### config.mk
export PLATFORM = sky130hd
export DESIGN_NAME = websocket_frame_receiver_core
export DESIGN_NICKNAME = d
export VERILOG_FILES = /design/src/sv/wsfr_pkg.sv /design/src/sv/websocket_frame_receiver_core.sv /design/src/sv/wsfr_front.sv /design/src/sv/wsfr_fifo.sv /design/src/sv/wsfr_back.sv
export SDC_FILE = /design/constraint.sdc
export NUM_CORES = 1
export LEC_CHECK = 0
export BUFFER_PORTS_ARGS = -buffer_cell sky130_fd_sc_hd__buf_2
export CORE_ASPECT_RATIO = 2
export CORE_UTILIZATION = 56
export DETAILED_ROUTE_END_ITERATION = 16
export MAX_ROUTING_LAYER = met4
export PLACE_DENSITY = 0.85
export SYNTH_ARGS = -nofsm -noshare
export SYNTH_HDL_FRONTEND = slang
export SYNTH_SLANG_ARGS = --single-unit
### constraint.sdc
create_clock -name clk -period 5.96 [get_ports clk]
set_input_delay 0.298 -clock clk [delete_from_list [all_inputs] [get_ports clk]]
set_output_delay 0.298 -clock clk [all_outputs]
set_load 0.1 [all_outputs]
### src/sv/wsfr_pkg.sv
// ----------------------------------------------------------------------------
// wsfr_pkg
// Types and constants shared by the websocket frame receiver modules.
// ----------------------------------------------------------------------------
`default_nettype none

package wsfr_pkg;

    // parser phases, one-hot
    typedef enum logic [5:0] {
        PH_HDR0    = 6'b000001,
        PH_HDR1    = 6'b000010,
        PH_EXT16   = 6'b000100,
        PH_EXT64   = 6'b001000,
        PH_MASK    = 6'b010000,
        PH_PAYLOAD = 6'b100000
    } phase_t;

    // event codes reported at the end of a frame or on a header over the length limit
    typedef enum logic [2:0] {
        EVT_DATA        = 3'd0,
        EVT_PING        = 3'd1,
        EVT_CLOSE       = 3'd2,
        EVT_TOO_BIG     = 3'd3,
        EVT_UNSUPPORTED = 3'd4
    } evt_code_t;

    // frame opcodes
    localparam logic [3:0] OPC_TEXT   = 4'h1;
    localparam logic [3:0] OPC_BINARY = 4'h2;
    localparam logic [3:0] OPC_CLOSE  = 4'h8;
    localparam logic [3:0] OPC_PING   = 4'h9;

    // 7-bit length escapes
    localparam logic [6:0] LEN_EXT16 = 7'd126;
    localparam logic [6:0] LEN_EXT64 = 7'd127;

    // index of the last byte in each multi-byte field
    localparam logic [2:0] EXT16_LAST = 3'd1;
    localparam logic [2:0] EXT64_LAST = 3'd7;
    localparam logic [2:0] MASK_LAST  = 3'd3;

    // reset value of the maximum message length register
    localparam logic [31:0] MAX_LEN_RESET = 32'd65536;

    // result queue between parser and output stage
    localparam int FIFO_DEPTH = 4;
    localparam int FIFO_PTR_W = $clog2(FIFO_DEPTH);
    localparam int FIFO_CNT_W = $clog2(FIFO_DEPTH + 1);

    // one result command from the parser
    typedef struct packed {
        logic        pv;
        logic [7:0]  raw;
        logic [7:0]  mask;
        logic        ev;
        evt_code_t   code;
        logic [3:0]  opcode;
        logic [31:0] len_lo;
        logic        len_hi;
    } cmd_t;

    // queue status
    typedef struct packed {
        logic full;
        logic empty;
    } fifo_stat_t;

endpackage

`default_nettype wire

### src/sv/websocket_frame_receiver_core.sv
// ----------------------------------------------------------------------------
// websocket_frame_receiver_core
// Receive-side websocket frame parser: header, extended length, mask key,
// payload unmasking and per-frame events.
// ----------------------------------------------------------------------------
//
//  channel   signals                         transfer when
//  -------   -----------------------------   --------------------
//  input     push, full, rx_byte             push && !full
//  result    empty, pop, payload/event/...   pop && !empty
//  config    cfg_valid, cfg_ready, cfg_data  cfg_valid && cfg_ready
//
//  One byte is taken every cycle while full is low; the parser state update is
//  the only loop. A result is formed combinationally in the parser, written
//  into the four-entry queue and then loaded from it into the output register.
//  While pop is held low the queue fills and full rises once it holds four.
//  Reset clears parser state, queue pointers and count and the output valid flag;
//  the length limit returns to 65536 and cfg_ready is always high.
// ----------------------------------------------------------------------------
`default_nettype none

module websocket_frame_receiver_core (
    input  wire logic        clk,
    input  wire logic        rst_n,
    input  wire logic        push,
    output logic             full,
    input  wire logic [7:0]  rx_byte,
    output logic             empty,
    input  wire logic        pop,
    output logic             payload_valid,
    output logic [7:0]       payload_byte,
    output logic             event_valid,
    output logic [2:0]       event_code,
    output logic [3:0]       frame_opcode,
    output logic [31:0]      frame_length,
    input  wire logic        cfg_valid,
    output logic             cfg_ready,
    input  wire logic [31:0] cfg_data
);
    import wsfr_pkg::*;

    logic       in_fire;
    logic       cmd_valid;
    cmd_t       cmd;
    cmd_t       q_data;
    fifo_stat_t q_stat;
    logic       q_rd;

    assign full      = q_stat.full;
    assign in_fire   = push && !q_stat.full;
    assign cfg_ready = 1'b1;

    // parser
    wsfr_front u_front (
        .clk       (clk),
        .rst_n     (rst_n),
        .in_fire   (in_fire),
        .rx_byte   (rx_byte),
        .cfg_fire  (cfg_valid && cfg_ready),
        .cfg_data  (cfg_data),
        .cmd_valid (cmd_valid),
        .cmd       (cmd)
    );

    // command queue
    wsfr_fifo u_fifo (
        .clk     (clk),
        .rst_n   (rst_n),
        .wr_en   (cmd_valid),
        .wr_data (cmd),
        .rd_en   (q_rd),
        .rd_data (q_data),
        .stat    (q_stat)
    );

    // output stage
    wsfr_back u_back (
        .clk           (clk),
        .rst_n         (rst_n),
        .q_data        (q_data),
        .q_stat        (q_stat),
        .q_rd          (q_rd),
        .pop           (pop),
        .empty         (empty),
        .payload_valid (payload_valid),
        .payload_byte  (payload_byte),
        .event_valid   (event_valid),
        .event_code    (event_code),
        .frame_opcode  (frame_opcode),
        .frame_length  (frame_length)
    );

endmodule

`default_nettype wire

### src/sv/wsfr_front.sv
// ----------------------------------------------------------------------------
// wsfr_front
// Byte parser: walks header, extended length and mask key, tracks payload
// progress and issues one result command per byte that causes a result.
// ----------------------------------------------------------------------------
`default_nettype none

module wsfr_front (
    input  wire logic          clk,
    input  wire logic          rst_n,
    input  wire logic          in_fire,
    input  wire logic [7:0]    rx_byte,
    input  wire logic          cfg_fire,
    input  wire logic [31:0]   cfg_data,
    output logic               cmd_valid,
    output wsfr_pkg::cmd_t     cmd
);
    import wsfr_pkg::*;

    phase_t      phase_reg, phase_next;
    logic [3:0]  opcode_reg, opcode_next;
    logic        mask_en_reg, mask_en_next;
    logic [31:0] len_reg, len_next;
    logic        len_hi_reg, len_hi_next;
    logic [31:0] rem_reg, rem_next;
    logic [2:0]  cnt_reg, cnt_next;
    logic [31:0] key_reg, key_next;
    logic [1:0]  pos_reg, pos_next;
    logic        halted_reg, halted_next;
    logic [31:0] max_len_reg;

    logic        is_data;
    evt_code_t   fin_code;
    logic        fin_halt;
    logic [31:0] ext_lo;
    logic        ext_hi;
    logic [2:0]  ext_last;
    logic [7:0]  key_byte;
    logic [31:0] rem_dec;
    logic        hd_go;
    logic [31:0] hd_lo;
    logic        hd_hi;
    logic        too_big;

    // frame end classification
    assign is_data = (opcode_reg == OPC_TEXT) || (opcode_reg == OPC_BINARY);

    always_comb
    begin
        if (is_data)
        begin
            fin_code = EVT_DATA;
        end
        else if (opcode_reg == OPC_PING)
        begin
            fin_code = EVT_PING;
        end
        else if (opcode_reg == OPC_CLOSE)
        begin
            fin_code = EVT_CLOSE;
        end
        else
        begin
            fin_code = EVT_UNSUPPORTED;
        end
    end

    assign fin_halt = !is_data && (opcode_reg != OPC_PING);

    // extended length shift; bytes leaving the low word set the high flag
    assign ext_lo   = {len_reg[23:0], rx_byte};
    assign ext_hi   = len_hi_reg || (len_reg[31:24] != 8'd0);
    assign ext_last = (phase_reg == PH_EXT16) ? EXT16_LAST : EXT64_LAST;

    // key byte for the current payload position, first byte in the top lane
    assign key_byte = key_reg[{~pos_reg, 3'b000} +: 8];
    assign rem_dec  = (rem_reg != 32'd0) ? (rem_reg - 32'd1) : 32'd0;

    // next state and result command
    always_comb
    begin
        phase_next   = phase_reg;
        opcode_next  = opcode_reg;
        mask_en_next = mask_en_reg;
        len_next     = len_reg;
        len_hi_next  = len_hi_reg;
        rem_next     = rem_reg;
        cnt_next     = cnt_reg;
        key_next     = key_reg;
        pos_next     = pos_reg;
        halted_next  = halted_reg;
        cmd_valid    = 1'b0;
        cmd          = '0;
        hd_go        = 1'b0;
        hd_lo        = len_reg;
        hd_hi        = len_hi_reg;
        too_big      = 1'b0;

        if (in_fire && !halted_reg)
        begin
            unique case (phase_reg)
                PH_HDR0:
                begin
                    opcode_next = rx_byte[3:0];
                    phase_next  = PH_HDR1;
                end
                PH_HDR1:
                begin
                    mask_en_next = rx_byte[7];
                    cnt_next     = 3'd0;
                    len_hi_next  = 1'b0;
                    if (rx_byte[6:0] == LEN_EXT16)
                    begin
                        phase_next = PH_EXT16;
                        len_next   = 32'd0;
                    end
                    else if (rx_byte[6:0] == LEN_EXT64)
                    begin
                        phase_next = PH_EXT64;
                        len_next   = 32'd0;
                    end
                    else
                    begin
                        len_next = {25'd0, rx_byte[6:0]};
                        if (rx_byte[7])
                        begin
                            phase_next = PH_MASK;
                        end
                        else
                        begin
                            hd_go = 1'b1;
                            hd_lo = {25'd0, rx_byte[6:0]};
                            hd_hi = 1'b0;
                        end
                    end
                end
                PH_EXT16, PH_EXT64:
                begin
                    len_next    = ext_lo;
                    len_hi_next = ext_hi;
                    if (cnt_reg >= ext_last)
                    begin
                        cnt_next = 3'd0;
                        if (mask_en_reg)
                        begin
                            phase_next = PH_MASK;
                        end
                        else
                        begin
                            hd_go = 1'b1;
                            hd_lo = ext_lo;
                            hd_hi = ext_hi;
                        end
                    end
                    else
                    begin
                        cnt_next = cnt_reg + 3'd1;
                    end
                end
                PH_MASK:
                begin
                    key_next = {key_reg[23:0], rx_byte};
                    if (cnt_reg >= MASK_LAST)
                    begin
                        cnt_next = 3'd0;
                        hd_go    = 1'b1;
                    end
                    else
                    begin
                        cnt_next = cnt_reg + 3'd1;
                    end
                end
                PH_PAYLOAD:
                begin
                    pos_next = pos_reg + 2'd1;
                    rem_next = rem_dec;
                    if (rem_dec == 32'd0)
                    begin
                        phase_next  = PH_HDR0;
                        halted_next = halted_reg || fin_halt;
                        cmd.ev      = 1'b1;
                        cmd.code    = fin_code;
                    end
                    cmd_valid  = is_data || (rem_dec == 32'd0);
                    cmd.pv     = is_data;
                    cmd.raw    = is_data ? rx_byte : 8'd0;
                    cmd.mask   = (is_data && mask_en_reg) ? key_byte : 8'd0;
                    cmd.opcode = opcode_reg;
                    cmd.len_lo = len_reg;
                    cmd.len_hi = len_hi_reg;
                end
                default:
                begin
                    phase_next = PH_HDR0;
                end
            endcase

            // header complete: length check, empty frame or payload start
            if (hd_go)
            begin
                too_big    = hd_hi || ((hd_lo != 32'd0) && (hd_lo >= max_len_reg));
                cmd_valid  = 1'b1;
                cmd.ev     = 1'b1;
                cmd.opcode = opcode_reg;
                if (too_big)
                begin
                    halted_next = 1'b1;
                    cmd.code    = EVT_TOO_BIG;
                    cmd.len_lo  = hd_lo;
                    cmd.len_hi  = hd_hi;
                end
                else if (hd_lo == 32'd0)
                begin
                    phase_next  = PH_HDR0;
                    halted_next = halted_reg || fin_halt;
                    cmd.code    = fin_code;
                end
                else
                begin
                    cmd_valid  = 1'b0;
                    cmd.ev     = 1'b0;
                    rem_next   = hd_lo;
                    pos_next   = 2'd0;
                    phase_next = PH_PAYLOAD;
                end
            end
        end
    end

    // parser state
    always_ff @(posedge clk or negedge rst_n)
    begin
        if (!rst_n)
        begin
            phase_reg   <= PH_HDR0;
            opcode_reg  <= 4'd0;
            mask_en_reg <= 1'b0;
            len_reg     <= 32'd0;
            len_hi_reg  <= 1'b0;
            rem_reg     <= 32'd0;
            cnt_reg     <= 3'd0;
            key_reg     <= 32'd0;
            pos_reg     <= 2'd0;
            halted_reg  <= 1'b0;
        end
        else
        begin
            phase_reg   <= phase_next;
            opcode_reg  <= opcode_next;
            mask_en_reg <= mask_en_next;
            len_reg     <= len_next;
            len_hi_reg  <= len_hi_next;
            rem_reg     <= rem_next;
            cnt_reg     <= cnt_next;
            key_reg     <= key_next;
            pos_reg     <= pos_next;
            halted_reg  <= halted_next;
        end
    end

    // maximum message length register
    always_ff @(posedge clk or negedge rst_n)
    begin
        if (!rst_n)
        begin
            max_len_reg <= MAX_LEN_RESET;
        end
        else if (cfg_fire)
        begin
            max_len_reg <= cfg_data;
        end
    end

endmodule

`default_nettype wire

### src/sv/wsfr_fifo.sv
// ----------------------------------------------------------------------------
// wsfr_fifo
// Short command queue that decouples the parser from the output stage.
// ----------------------------------------------------------------------------
`default_nettype none

module wsfr_fifo (
    input  wire logic              clk,
    input  wire logic              rst_n,
    input  wire logic              wr_en,
    input  wire wsfr_pkg::cmd_t    wr_data,
    input  wire logic              rd_en,
    output wsfr_pkg::cmd_t         rd_data,
    output wsfr_pkg::fifo_stat_t   stat
);
    import wsfr_pkg::*;

    cmd_t                  entry_reg [FIFO_DEPTH];
    logic [FIFO_PTR_W-1:0] wr_ptr_reg;
    logic [FIFO_PTR_W-1:0] rd_ptr_reg;
    logic [FIFO_CNT_W-1:0] count_reg;
    logic                  do_wr;
    logic                  do_rd;

    assign stat.full  = (count_reg == FIFO_CNT_W'(FIFO_DEPTH));
    assign stat.empty = (count_reg == '0);
    assign do_wr      = wr_en && !stat.full;
    assign do_rd      = rd_en && !stat.empty;
    assign rd_data    = entry_reg[rd_ptr_reg];

    // storage
    always_ff @(posedge clk)
    begin
        if (do_wr)
        begin
            entry_reg[wr_ptr_reg] <= wr_data;
        end
    end

    // pointers and fill count
    always_ff @(posedge clk or negedge rst_n)
    begin
        if (!rst_n)
        begin
            wr_ptr_reg <= '0;
            rd_ptr_reg <= '0;
            count_reg  <= '0;
        end
        else
        begin
            if (do_wr)
            begin
                wr_ptr_reg <= wr_ptr_reg + 1'b1;
            end
            if (do_rd)
            begin
                rd_ptr_reg <= rd_ptr_reg + 1'b1;
            end
            if (do_wr && !do_rd)
            begin
                count_reg <= count_reg + 1'b1;
            end
            else if (do_rd && !do_wr)
            begin
                count_reg <= count_reg - 1'b1;
            end
        end
    end

endmodule

`default_nettype wire

### src/sv/wsfr_back.sv
// ----------------------------------------------------------------------------
// wsfr_back
// Output stage: unmasks the payload byte, saturates the reported length and
// holds the result in an output register until it is popped.
// ----------------------------------------------------------------------------
`default_nettype none

module wsfr_back (
    input  wire logic              clk,
    input  wire logic              rst_n,
    input  wire wsfr_pkg::cmd_t    q_data,
    input  wire wsfr_pkg::fifo_stat_t q_stat,
    output logic                   q_rd,
    input  wire logic              pop,
    output logic                   empty,
    output logic                   payload_valid,
    output logic [7:0]             payload_byte,
    output logic                   event_valid,
    output logic [2:0]             event_code,
    output logic [3:0]             frame_opcode,
    output logic [31:0]            frame_length
);
    import wsfr_pkg::*;

    logic        out_valid_reg, out_valid_next;
    logic        pv_reg;
    logic [7:0]  byte_reg;
    logic        ev_reg;
    evt_code_t   code_reg;
    logic [3:0]  opcode_reg;
    logic [31:0] length_reg;
    logic        load;

    // refill the output register when it is free or being taken
    assign load = !q_stat.empty && (!out_valid_reg || pop);
    assign q_rd = load;

    always_comb
    begin
        out_valid_next = out_valid_reg;
        if (load)
        begin
            out_valid_next = 1'b1;
        end
        else if (pop)
        begin
            out_valid_next = 1'b0;
        end
    end

    always_ff @(posedge clk or negedge rst_n)
    begin
        if (!rst_n)
        begin
            out_valid_reg <= 1'b0;
        end
        else
        begin
            out_valid_reg <= out_valid_next;
        end
    end

    // unmask and saturate into the output register
    always_ff @(posedge clk)
    begin
        if (load)
        begin
            pv_reg     <= q_data.pv;
            byte_reg   <= q_data.raw ^ q_data.mask;
            ev_reg     <= q_data.ev;
            code_reg   <= q_data.code;
            opcode_reg <= q_data.opcode;
            length_reg <= q_data.len_hi ? 32'hFFFF_FFFF : q_data.len_lo;
        end
    end

    assign empty         = !out_valid_reg;
    assign payload_valid = pv_reg;
    assign payload_byte  = byte_reg;
    assign event_valid   = ev_reg;
    assign event_code    = code_reg;
    assign frame_opcode  = opcode_reg;
    assign frame_length  = length_reg;

endmodule

`default_nettype wire

==> results.py <==
metrics = {
    "status": {
        "status": "finished clean",
    },
    "cts": {
        "cts_sinks": 435,
        "clk_latency_ps": 550,
        "cts_tree": "yes",
        "cts-buffers-inserted": 38,
        "clk_pin_slew_worst_paths_ps": 70,
        "cts_setup_buffers": 0,
        "clk_path_buf_depth": 3,
        "htree_num_levels": 2,
        "clock-root-buffer": "clkbuf_16",
    },
    "logic_synthesis": {
        "avgSynthCellArea_sq_um": 13.3,
        "synthFlopType": "edfxtp_1",
        "synth.largest_area_cell": "edfxtp_1",
        "synth_enable_flop_cells": 281,
        "synth_cell_types": 81,
        "post-synth-top-area-fraction_pct": 42.1,
        "synth_nets": 1595,
        "ys_seq_elements": 435,
        "synth_cells": 1508,
        "async_flop_share_pct": 35.4,
        "ys_seq_area_share_pct": 61.4,
        "syn-cell-area_sq_mm": 0.0200,
        "synth_area_leaders": "edfxtp_1 (42%), dfrtp_1 (19%), mux4_2 (6.5%), a22o_1 (3.0%), ha_1 (2.6%)",
        "ys_warn_count": 0,
    },
    "floorplan": {
        "die_w_um": 136,
        "row_count": 97,
        "ios": 97,
        "fp.dieH_um": 269,
        "dieArea_sq_mm": 0.0366,
        "core_area_sq_mm": 0.0351,
        "initial_core_util_pct": 57.1,
    },
    "cells_and_area": {
        "layout_commonest_cell": "edfxtp_1",
        "final.fill_count": 2410,
        "largest_reg_flops": 232,
        "layout_common_cells": "edfxtp_1 (281), dfrtp_1 (150), nand2_1 (134), o21ai_0 (94), buf_2 (94)",
        "nets": 1720,
        "drive_gt1_share_pct": 22.6,
        "syn_to_final_growth_pct": 14.3,
        "diodes": 0,
    },
    "pwr": {
        "p_per_area_mw_per_mm2": 437,
        "ir_worst_vdd_v": 0.000354,
        "p_leak_nw": 8.70,
    },
    "flow_run": {
        "cap_violations": 0,
    },
    "global_routing": {
        "grt_pass1_vias": 13800,
        "antenna_found_initial": 0,
        "gr-total-overflow": 0,
        "grt_pass1_wl_mm": 79.3,
        "grt_max_degree": 90,
        "grt_use_total_pct": 29.8,
    },
    "routing": {
        "wl_met2_mm": 26.6,
        "vias_per_cell": 6.37,
        "routedWlPerCell_um": 24.1,
        "wl_met1_mm": 18.1,
        "drc": 0,
        "routed.top_layer": "met4",
        "ant_nets": 0,
        "firstDrtPassIters": 5,
        "routed-wl-met3_mm": 2.63,
        "finalWirelength_mm": 50.9,
        "num_vias": 13400,
        "drt_iter0_markers": 1036,
    },
    "setup_path": {
        "crit_fanout": 44,
        "path_class": "flip-flop to flip-flop",
        "crit_path_start_kind": "flip-flop",
        "critPathCaptureType": "flip-flop",
        "critPathRequiredTime_ps": 6390,
        "cp.arrival_ps": 6120,
    },
    "sta": {
        "setup-violations-final": 0,
        "slew_headroom_pct": 29.1,
        "max_clock_freq_mhz": 176,
        "period_share_pct": 95.5,
        "fin_ws_ps": 268,
        "maxSlewViolCount": 0,
        "worst_pin_slew_ps": 1060,
        "rsz0062_at_grt": "no",
        "fin_worst_skew_ps": 16.1,
        "fin_setup_tns_ps": 0,
        "finalCriticalPeriod_ps": 5690,
        "finalHoldViolCount": 0,
    },
    "placed_design": {
        "io_buffer_count": 95,
        "dp_hpwl_mm": 34.4,
        "place_congestion": 1.06,
        "dp_slack_ps": 200,
    },
    "hold_path": {
        "hp-class": "input port to flip-flop",
    },
}
-- stage by stage --
stage / util, % / std cells / hold slack (ps) / cell area [sq um] / total power, mW
2_1_floorplan: - / 1508 / 2.41 / 20000 / 6.56
3_3_place_gp: 60.4 / 2004 / 419 / 21200 / 7.28
3_5_place_dp: 60.4 / 2004 / 429 / 21200 / 7.33
4_1_cts: 65.2 / 2108 / 111 / 22900 / 10.0
5_1_grt: 65.3 / 2108 / 120 / 22900 / 10.4
6_report: 65.3 / 2108 / 123 / 22900 / 10.0
-- cells by family (layout without fill, tap and decap cells) --
logic type / after synthesis / in the layout / synth area share, %
flip-flops: 435 / 435 / 61.4
AND/OR/NAND/NOR: 390 / 390 / 9.93
AO/OA/AOI/OAI: 319 / 319 / 11.1
buffers and inverters: 153 / 308 / 2.96
multiplexers: 112 / 112 / 9.49
XOR/XNOR: 55 / 55 / 2.41
adder cells (fa/ha/maj): 43 / 43 / 2.71
other: 1 / 1 / 0.0187
-- worst max-delay path, cell delays in order, from the launching register on --
cell and delay [ps]:
dfstp_2 630, nor4_2 80, and2_1 160, ha_1 270, a21o_1 150, a21oi_1 90
nor3_2 250, buf_4 360, nand2_1 100, a21oi_1 400, ha_1 330, a211oi_1 240
nor2_1 80, o21ai_0 180, a21oi_1 100, nand4b_1 300, or3_1 470, a21oi_4 180
buf_4 490, o21ai_1 130, buf_4 210, a221o_1 350
-- layer usage --
metal	global-route usage, %	vias to the layer above
met2	50.3	614
li1	-	5936
met1	33.2	6691
met4	18.6	0
met5	-	-
met3	3.37	195
-- cell type report --
cell class / count / area (sq um) / area share, %
clock buffer: 47 / 1050 / 4.57
tap: 445 / 557 / 2.43
multi-input combinational: 920 / 7200 / 31.5
clock inverter: 23 / 319 / 1.39
inverter: 60 / 225 / 0.984
sequential: 435 / 12300 / 53.7
timing repair buffer: 178 / 1240 / 5.42
-- power by group --
part / total, mW / switching, mW / internal [mW]
sequential: 4.17 / 0.528 / 3.64
combinational: 3.16 / 2.14 / 1.02
clock: 2.67 / 1.14 / 1.53
total: 10.0 / 3.81 / 6.19
-- path summary, 6_finish.rpt --
kind | from | to | slack [ps] | cells after the start
worst max-delay path | u_front.phase_reg[0]$_DFFE_PN1P_ | u_front.rem_reg[11]$_DFFE_PN0P_ | 270 | 21
worst min-delay path | rx_byte[4] | u_front.len_reg[4]$_DFFE_PN0P_ | 120 | 2
worst max register to register | u_front.phase_reg[0]$_DFFE_PN1P_ | u_front.rem_reg[11]$_DFFE_PN0P_ | 270 | 21
worst min register to register | u_fifo.count_reg[2]$_DFFE_PN0P_ | u_fifo.count_reg[2]$_DFFE_PN0P_ | 510 | 1
max in group asynchronous | rst_n | u_fifo.rd_ptr_reg[0]$_DFFE_PN0P_ | 4000 | 3
min in group asynchronous | rst_n | u_fifo.count_reg[2]$_DFFE_PN0P_ | 430 | 2
-- cells in the mapped netlist, types with 22 or more instances --
cell type / n
a21oi_1: 47
a22o_1: 69
and2_1: 23
clkbuf_1: 76
dfrtp_1: 152
edfxtp_1: 281
ha_1: 41
inv_1: 60
mux2_2: 39
mux4_2: 58
nand2_1: 135
nor2_1: 55
nor3_1: 27
nor4_1: 22
o21ai_0: 94
or2_2: 37
xor2_1: 45
-- timing repair --
item                                   4_1_cts  5_1_grt
hold buffers                                34        0
setup endpoints to repair                    0      211
gates resized for setup                      0        6
endpoints found under the hold margin      119        0
Power figures use the tool's default switching activity.
